==> src/rtl/core/bda_pkg.sv <==
// Shared constants for the binary to decimal ASCII converter.
package bda_pkg;
	localparam int VALUE_WIDTH = 64;
	localparam int IN_WIDTH    = 64;
	localparam int CHAR_WIDTH  = 6;
	localparam int MAX_DIGITS  = 20;
	localparam int BCD_WIDTH   = MAX_DIGITS * 4;
	localparam int CNT_W       = $clog2(VALUE_WIDTH + 1);
	localparam int DIG_W       = $clog2(MAX_DIGITS);
	localparam logic [CHAR_WIDTH-1:0] ASCII_ZERO = CHAR_WIDTH'(48);

	typedef logic [IN_WIDTH-1:0]   value_t;
	typedef logic [CHAR_WIDTH-1:0] char_t;
endpackage

==> src/rtl/core/bda_in_if.sv <==
// Input channel: one binary value per transaction.
interface bda_in_if;
	import bda_pkg::*;

	logic   valid;
	logic   ready;
	value_t value;

	modport source (output valid, output value, input ready);
	modport sink (input valid, input value, output ready);
endinterface

==> src/rtl/core/bda_out_if.sv <==
// Output channel: one ASCII digit per transaction with an end-of-run mark.
interface bda_out_if;
	import bda_pkg::*;

	logic  valid;
	logic  ready;
	char_t digit_char;
	logic  is_last;

	modport source (output valid, output digit_char, output is_last, input ready);
	modport sink (input valid, input digit_char, input is_last, output ready);
endinterface

==> src/rtl/core/binary_to_decimal_ascii_unit.sv <==
// Bit-serial double dabble converter from binary to decimal ASCII digits.
//
//   channel | direction | payload
//   din     | in        | value[63:0]
//   dout    | out       | digit_char[5:0], is_last
//
// A value is first shifted bit by bit through the BCD register, then the 20
// digit positions are scanned at one position per cycle, a digit waiting while
// the output stage is full; leading zero positions are skipped. A new value is
// taken once the last digit sits in the output register. The output stage holds
// while dout.ready is low. Reset clears the state and the output valid.
module binary_to_decimal_ascii_unit (
	input logic       clk,
	input logic       arst_n,
	bda_in_if.sink    din,
	bda_out_if.source dout
);
	import bda_pkg::*;

	typedef enum logic [1:0] {
		ST_IDLE,
		ST_CONV,
		ST_EMIT
	} state_t;

	state_t                 state_q;
	logic [VALUE_WIDTH-1:0] bin_q;
	logic [BCD_WIDTH-1:0]   bcd_q;
	logic [CNT_W-1:0]       cnt_q;
	logic [DIG_W-1:0]       dig_q;
	logic                   started_q;
	logic                   out_valid_q;
	char_t                  out_char_q;
	logic                   out_last_q;

	logic [BCD_WIDTH-1:0]   bcd_adj;
	logic [3:0]             top_digit;
	logic                   last_pos;
	logic                   slot_free;
	logic                   skip_lead;
	logic                   emit_go;

	always_comb begin
		for (int i = 0; i < MAX_DIGITS; i++) begin
			if (bcd_q[i*4 +: 4] >= 4'd5) begin
				bcd_adj[i*4 +: 4] = bcd_q[i*4 +: 4] + 4'd3;
			end else begin
				bcd_adj[i*4 +: 4] = bcd_q[i*4 +: 4];
			end
		end
	end

	assign top_digit = bcd_q[BCD_WIDTH-1 -: 4];
	assign last_pos  = (dig_q == DIG_W'(MAX_DIGITS - 1));
	assign slot_free = !out_valid_q || dout.ready;
	assign skip_lead = !started_q && (top_digit == 4'd0) && !last_pos;
	assign emit_go   = (state_q == ST_EMIT) && !skip_lead && slot_free;

	assign din.ready       = (state_q == ST_IDLE);
	assign dout.valid      = out_valid_q;
	assign dout.digit_char = out_char_q;
	assign dout.is_last    = out_last_q;

	always_ff @(posedge clk or negedge arst_n) begin
		if (!arst_n) begin
			state_q     <= ST_IDLE;
			out_valid_q <= 1'b0;
			started_q   <= 1'b0;
			cnt_q       <= '0;
			dig_q       <= '0;
		end else begin
			if (emit_go) begin
				out_valid_q <= 1'b1;
			end else if (dout.ready) begin
				out_valid_q <= 1'b0;
			end
			case (state_q)
				ST_IDLE: begin
					if (din.valid) begin
						bin_q     <= din.value[VALUE_WIDTH-1:0];
						bcd_q     <= '0;
						cnt_q     <= CNT_W'(VALUE_WIDTH);
						dig_q     <= '0;
						started_q <= 1'b0;
						state_q   <= ST_CONV;
					end
				end
				ST_CONV: begin
					bcd_q <= {bcd_adj[BCD_WIDTH-2:0], bin_q[VALUE_WIDTH-1]};
					bin_q <= bin_q << 1;
					cnt_q <= cnt_q - 1'b1;
					if (cnt_q == CNT_W'(1)) begin
						state_q <= ST_EMIT;
					end
				end
				ST_EMIT: begin
					if (skip_lead) begin
						bcd_q <= bcd_q << 4;
						dig_q <= dig_q + 1'b1;
					end else if (slot_free) begin
						out_char_q <= ASCII_ZERO + char_t'(top_digit);
						out_last_q <= last_pos;
						started_q  <= 1'b1;
						bcd_q      <= bcd_q << 4;
						dig_q      <= dig_q + 1'b1;
						if (last_pos) begin
							state_q <= ST_IDLE;
						end
					end
				end
				default: begin
					state_q <= ST_IDLE;
				end
			endcase
		end
	end
endmodule
==> src/flat_wrapper.sv <==
// flat-port wrapper written by rule: the top's interface ports become plain ports
module binary_to_decimal_ascii_unit_flat import bda_pkg::*;
  (clk, arst_n, din_valid, din_value, din_ready, dout_valid, dout_digit_char, dout_is_last, dout_ready);
  bda_in_if din_i ();
  bda_out_if dout_i ();
  input logic clk;
  input logic arst_n;
  input wire logic [$bits(din_i.valid)-1:0] din_valid;
  input wire logic [$bits(din_i.value)-1:0] din_value;
  output wire logic [$bits(din_i.ready)-1:0] din_ready;
  output wire logic [$bits(dout_i.valid)-1:0] dout_valid;
  output wire logic [$bits(dout_i.digit_char)-1:0] dout_digit_char;
  output wire logic [$bits(dout_i.is_last)-1:0] dout_is_last;
  input wire logic [$bits(dout_i.ready)-1:0] dout_ready;
  assign din_i.valid = din_valid;
  assign din_i.value = din_value;
  assign din_ready = din_i.ready;
  assign dout_valid = dout_i.valid;
  assign dout_digit_char = dout_i.digit_char;
  assign dout_is_last = dout_i.is_last;
  assign dout_i.ready = dout_ready;
  binary_to_decimal_ascii_unit u_core (.clk(clk), .arst_n(arst_n), .din(din_i), .dout(dout_i));
endmodule
==> config.mk <==
export PLATFORM = sky130hd
export DESIGN_NAME = binary_to_decimal_ascii_unit_flat
export DESIGN_NICKNAME = d
export VERILOG_FILES = /design/src/rtl/core/bda_pkg.sv /design/src/rtl/core/bda_in_if.sv /design/src/rtl/core/bda_out_if.sv /design/src/rtl/core/binary_to_decimal_ascii_unit.sv /design/src/flat_wrapper.sv
export SDC_FILE = /design/constraint.sdc
export NUM_CORES = 1
export LEC_CHECK = 0
export ABC_AREA = 1
export CORE_MARGIN = 2
export CORE_UTILIZATION = 40
export DETAILED_ROUTE_END_ITERATION = 8
export DONT_BUFFER_PORTS = 1
export GPL_TIMING_DRIVEN = 0
export PLACE_DENSITY = 0.58
export SLEW_MARGIN = 20
export SYNTH_ARGS = -nofsm -noshare
export SYNTH_HDL_FRONTEND = slang
export SYNTH_SLANG_ARGS = --single-unit
==> constraint.sdc <==
create_clock -name clk -period 7.43 [get_ports clk]
set_clock_uncertainty 0.15 [all_clocks]
set_input_delay 1.1145 -clock clk [delete_from_list [all_inputs] [get_ports clk]]
set_output_delay 1.1145 -clock clk [all_outputs]
set_load 0.01 [all_outputs]
## Word-level counts from Yosys, hierarchy flattened

Index checks and enable logic that the tools add are counted.

- Memories kept: 0
- Bits in read-only memories: 0
- Flip-flop bits (word level): 167
- Bits in writable memories: 0
- Latch bits: 0
- Output and inout bits: 9

- Add/subtract/negate cells: 23
- Bitwise logic cells: 1
- Reductions and logical operators: 22
- Shifts and indexed selects: 0
- Mux-type cells: 44
- Equal/unequal tests: 10
- Multipliers: 0
- Divide/modulo/power cells: 0
- $lt $le $gt $ge: 20

Operators with widths:

| kind | number |
|---|---|
| 80-bit two-way mux | 3 |
| 80-bit one-hot mux with 3 select lines | 1 |
| 64-bit one-hot mux with 2 select lines | 1 |
| 4-bit by 3-bit >= comparator with 1-bit output, second input constant | 20 |
| 4-bit by 2-bit adder with 4-bit output, second input constant | 19 |
| 4-bit two-way mux | 19 |
| 64-bit two-way mux | 1 |
| 5-bit two-way mux | 3 |
| 7-bit one-hot mux with 2 select lines | 1 |
| 4-bit AND reduction | 3 |
| 2-bit two-way mux | 5 |
| 5-bit one-hot mux with 2 select lines | 1 |
| 7-bit by 1-bit equality test with 1-bit output, second input constant | 1 |
| 7-bit two-way mux | 1 |
| 7-bit by 1-bit subtractor with 7-bit output, second input constant | 1 |
| 5-bit by 5-bit adder with 6-bit output, first input constant | 1 |
| 2-bit by 1-bit inequality test with 1-bit output, second input constant | 3 |
| 2-bit one-hot mux with 3 select lines | 1 |
| 3-bit AND reduction | 2 |
| 2-bit nonzero test | 3 |
| 5-bit by 1-bit adder with 5-bit output, second input constant | 1 |
| 5-bit equality test, second input constant | 1 |
| 1-bit two-way mux | 5 |
| 5-bit AND reduction | 1 |
| 15 further kinds | 22 |

## Depth between registers and ports, before layout

- Depth in word-level cells: 7
- Gate-level depth with buffers: 10

## Worst setup path after synthesis

OpenSTA, ideal clock, no wires.

- Path kind: input port to flip-flop
- Start: in din_valid
- End: reg u_core.bcd_q[0] (enable)
- Setup time: 616 ps
- Setup slack: -245 ps
- Path buffers: 1
- Arrival: 6909 ps
- Stages on the path: 5
- Cell sequence: inv_1 nand2_1 buf_2 nand2_1 nor3_1

- Longest elaborated chain between the ends: 2

RTL lines:

| element | RTL line | source |
|---|---|---|
| start: declaration | flat_wrapper.sv:8 | `input wire logic [$bits(din_i.valid)-1:0] din_valid;` |
| 2-bit inequality test (no source line) | - |  |
| 4-bit AND reduction (no source line) | - |  |
| end signal: assignment | binary_to_decimal_ascii_unit.sv:89 | `bcd_q <= {bcd_adj[BCD_WIDTH-2:0], bin_q[VALUE_WIDTH-1]};` |
| end signal: assignment | binary_to_decimal_ascii_unit.sv:98 | `bcd_q <= bcd_q << 4;` |
| end signal: assignment | binary_to_decimal_ascii_unit.sv:104 | `bcd_q <= bcd_q << 4;` |
| end: declaration | binary_to_decimal_ascii_unit.sv:28 | `logic [BCD_WIDTH-1:0] bcd_q;` |

Every way passes these cells.
A chain may end at the register's enable or synchronous reset.

## Worst setup path after layout

- Start: reg u_core.state_q[0]
- End: reg u_core.bcd_q[30] (enable)

- Longest elaborated chain between the ends: 3
- Elaborated cells on any way between the ends: 7
- Those cells by class: eq/ne: 4; reduce/logical: 3

RTL lines:

| element | RTL line | source |
|---|---|---|
| start: declaration | binary_to_decimal_ascii_unit.sv:26 | `state_t state_q;` |
| start signal: assignment | binary_to_decimal_ascii_unit.sv:66 | `state_q <= ST_IDLE;` |
| start signal: assignment | binary_to_decimal_ascii_unit.sv:85 | `state_q <= ST_CONV;` |
| start signal: assignment | binary_to_decimal_ascii_unit.sv:93 | `state_q <= ST_EMIT;` |
| 2-bit logical NOT (*) | - |  |
| named net din_ready | flat_wrapper.sv:10 | `output wire logic [$bits(din_i.ready)-1:0] din_ready;` |
| 2-bit inequality test (no source line) / 3-bit nonzero test (equally long branches) | - |  |
| 4-bit AND reduction (no source line) (*) | - |  |

Mark *: on every way through the listed nets, which the timed path passes. The rest lies on a longest branch.

==> impl_results.md <==
* Status: finished clean
* Crit-path most repeated cell: nand2_1
* Routed vias/inst at 4.967
* Final setup viols at 0
* Reg2reg path depth at 8
* GRT met2 Usage at a little over a quarter
* Synth Instances at 1014
* Peak supply drop at 0.1672 mV
* Port-buffer cells at 0
* Die area at roughly 24000 um^2
* Final worst slack at ~4.6 ns
* Post-CTS setup buffer count at 0
* CTS Root Cell: clkbuf_16
* Vias in the first global route at around 6.4k
* Cell taking the most area after synthesis: edfxtp_1
* Critical Path End Type: flop
* Initial antenna violation count at 0
* Leakage at roughly 4.5 nW
* # diodes at 0
* Area Growth Syn to Fin at 12.32%
* Cell Count Post-Placement at 1307
* Async SR Flop Fraction at roughly 9.7%
* Final Core Density at between 40% and 50%
* Gpl congestion at between 0.7 and 0.8
* Finished Layout Cells at approximately 1.3k
* Post-DRT Antenna Nets at 0
* Top FF cell, synth: edfxtp_1
* Fraction of the cycle the final worst path needs at a little under two fifths
* Cell at the slowest stage of the critical path: nor3_4
* CTS tree: done
* Fraction of layout cells with a size suffix above 1 at under 10%
* 1st-pass router iterations at 7
* EDFF count, synth at 149
* Post-Route WL at around 19000 um
* Top-count cell post-synth: nand2_1
* Pins Over Slew Limit at 0
* Top post-synthesis cells by area: edfxtp_1, nand2_1, ha_1, inv_1, dfrtp_1
* Post-place setup slack at around 4.4 ns
* Setup repair after global routing missed its margin: no
* First-pass GRT wire length at 31700 um
* Clock transition at the registers of the reported paths at ~0.07 ns
* Max-slew headroom at 39.90%
* Clk buf depth at 2
* CTS Hold Buffers Added at 0
* Final net count at about 1.2k
* Drc violations at 0
* Max Fclk at approximately 360 MHz
* Row cnt at between 50 and 60
* CORE AREA at 22500 um^2
* Total number of vias at about 6.7k
* M3 GR Usage at under 10%
* Critical Path RT at 7.42 ns
* Die Ht at ~150 um
* #FFs+latches synth at about 170
* Share of the yosys chip area belonging to registers at roughly 53%
* CTS resizes at 0
* Commonest cells post-synth: nand2_1, edfxtp_1, inv_1
* Post-synth top area share at between 40 and 50%
* Max cap viols at 0
* DIE WIDTH at roughly 150 um
* H-tree depth at 4
* Syn avg cell area at about 9.0 um^2
* Worst-Margin Slew at between 0.9 and 1 ns
* Largest net degree at the start of global routing at 26
* Gr ovfl total at 0
* Worst Hold Class: input pin to async pin
* Met1 Use GR at 22.25%
* Critical Path AT at ~2.8 ns
* Crit path kind: flop to flop
* CP max FO at 16
* Iter 0 DRT Violations at between 300 and 400
* I/O pin count at a little under 80
* Type of origin of the critical path: flop
* Post-DR wirelength/cell at ~14 um
* Critical path's largest stage delay at 0.52 ns
* Critical path, cell by cell: inv_1 -> ha_1 -> nand2_1 -> buf_2 -> nand2_1 -> nor3_4 -> buf_6 -> buf_8
* Global Route Usage Sum at between 15 and 20%
* Global route hottest layer: met2
* Fin crit period at 2.781 ns
* Final hold violation count at 0
* Pwr dens at around 380 nW/um^2
* Syn Std Cell Area at 9114 um^2
* CTS Buf Count at 17
* Setup TNS at 0 ns
* Initial Util at 40.50%
* Detailed-placement wirelength estimate at approximately 14000 um
* Distinct cells, synth at 30
* Clk_lat worst skew at ~0.43 ns
* Sink Count at 165
* Yosys warns at 0
==> power by group <==
part,total (mW),switching (mW),internal [mW]
Combinational,1.36,0.904,0.457
Clock,0.933,0.374,0.559
Sequential,1.59,0.168,1.42
Total,3.88,1.45,2.44
==> final cells by class <==
cell class | count | area (um^2)
Buffer | 34 | 205.2
Timing Repair Buffer | 7 | 122.6
Fill cell | 2105 | 12270
Clock buffer | 22 | 474.2
Clock inverter | 10 | 146.4
Multi-Input combinational cell | 697 | 3607
Inverter | 119 | 449.2
Sequential cell | 165 | 4875
Tap cell | 285 | 356.6
==> per-layer routing <==
layer / routed length, um / up-vias
met5: 0 / -
met4: 238 / 0
met3: 1169 / 18
met2: 8555 / 136
met1: 9157 / 3084
li1: - / 3413
==> cell usage in the layout (no fill, tap or decap), types with 2 or more instances in the layout <==
master / n
nand4_1: 12
o22ai_1: 33
buf_16: 2
edfxtp_1: 149
buf_6: 9
inv_1: 117
bufinv_16: 3
a21oi_1: 19
xor2_1: 17
nor2_1: 36
o21ai_0: 43
o211ai_1: 15
buf_1: 4
clkbuf_8: 3
nand2_2: 4
dfrtp_1: 16
o21ai_1: 9
inv_6: 2
buf_2: 11
ha_1: 48
o22ai_2: 12
nand2_4: 2
buf_8: 3
clkinv_4: 3
nand2_1: 398
nand3_1: 40
clkbuf_1: 11
conb_1: 2
buf_4: 3
clkbuf_16: 17
==> logic make-up (layout without fill, tap and decap cells) <==
family / count (synthesis) / count (layout) / synth area share, %
fa+ha+maj: 48 / 48 / 6.590
xor+xnor: 17 / 17 / 1.634
flops: 165 / 165 / 53.49
simple gates: 496 / 496 / 21.68
buf+inv: 153 / 192 / 7.180
other cells: 1 / 2 / 0.04115
compound gates: 134 / 134 / 9.391
==> worst max-delay path, delay by kind of cell, from the launching register on <==
| kind | cells | cell delay [ns] |
|---|---|---|
| buf+inv | 4 | 0.75 |
| fa+ha+maj | 1 | 0.35 |
| flops | 1 | 0.40 |
| simple gates | 3 | 0.83 |
==> worst paths after layout <==
path	startpoint	endpoint	slack, ns
max reg2reg	u_core.state_q[0]$_DFFE_PN0P_	u_core.bcd_q[30]$_DFFE_PP_	4.65
min in group clk	u_core.started_q$_DFFE_PN0P_	u_core.started_q$_DFFE_PN0P_	0.33
min reg2reg	u_core.started_q$_DFFE_PN0P_	u_core.started_q$_DFFE_PN0P_	0.33
max	u_core.state_q[0]$_DFFE_PN0P_	u_core.bcd_q[30]$_DFFE_PP_	4.65
max in group asynchronous	arst_n	u_core.state_q[1]$_DFFE_PN0P_	6.83
min	arst_n	u_core.cnt_q[4]$_DFFE_PN0P_	0.22
==> registers in the layout (all words and copies together) (netlist names) <==
register                count
u_core.bcd_q               80
u_core.bin_q               64
u_core.cnt_q                7
u_core.dig_q                5
u_core.dout.digit_char      4
u_core.state_q              2
u_core.dout.is_last         1
u_core.dout.valid           1
u_core.started_q            1
==> metrics by stage <==
stage	total power [mW]	hold slack, ns	cell area [um^2]
after floorplan	2.592	0.2764	9123
after global placement	2.929	0.3097	9479
after detailed placement	2.982	0.3124	9615
after CTS	3.928	0.2103	10240
after global routing	4.197	0.2048	10240
final	3.883	0.2202	10240
(Power assumes the default switching activity.)
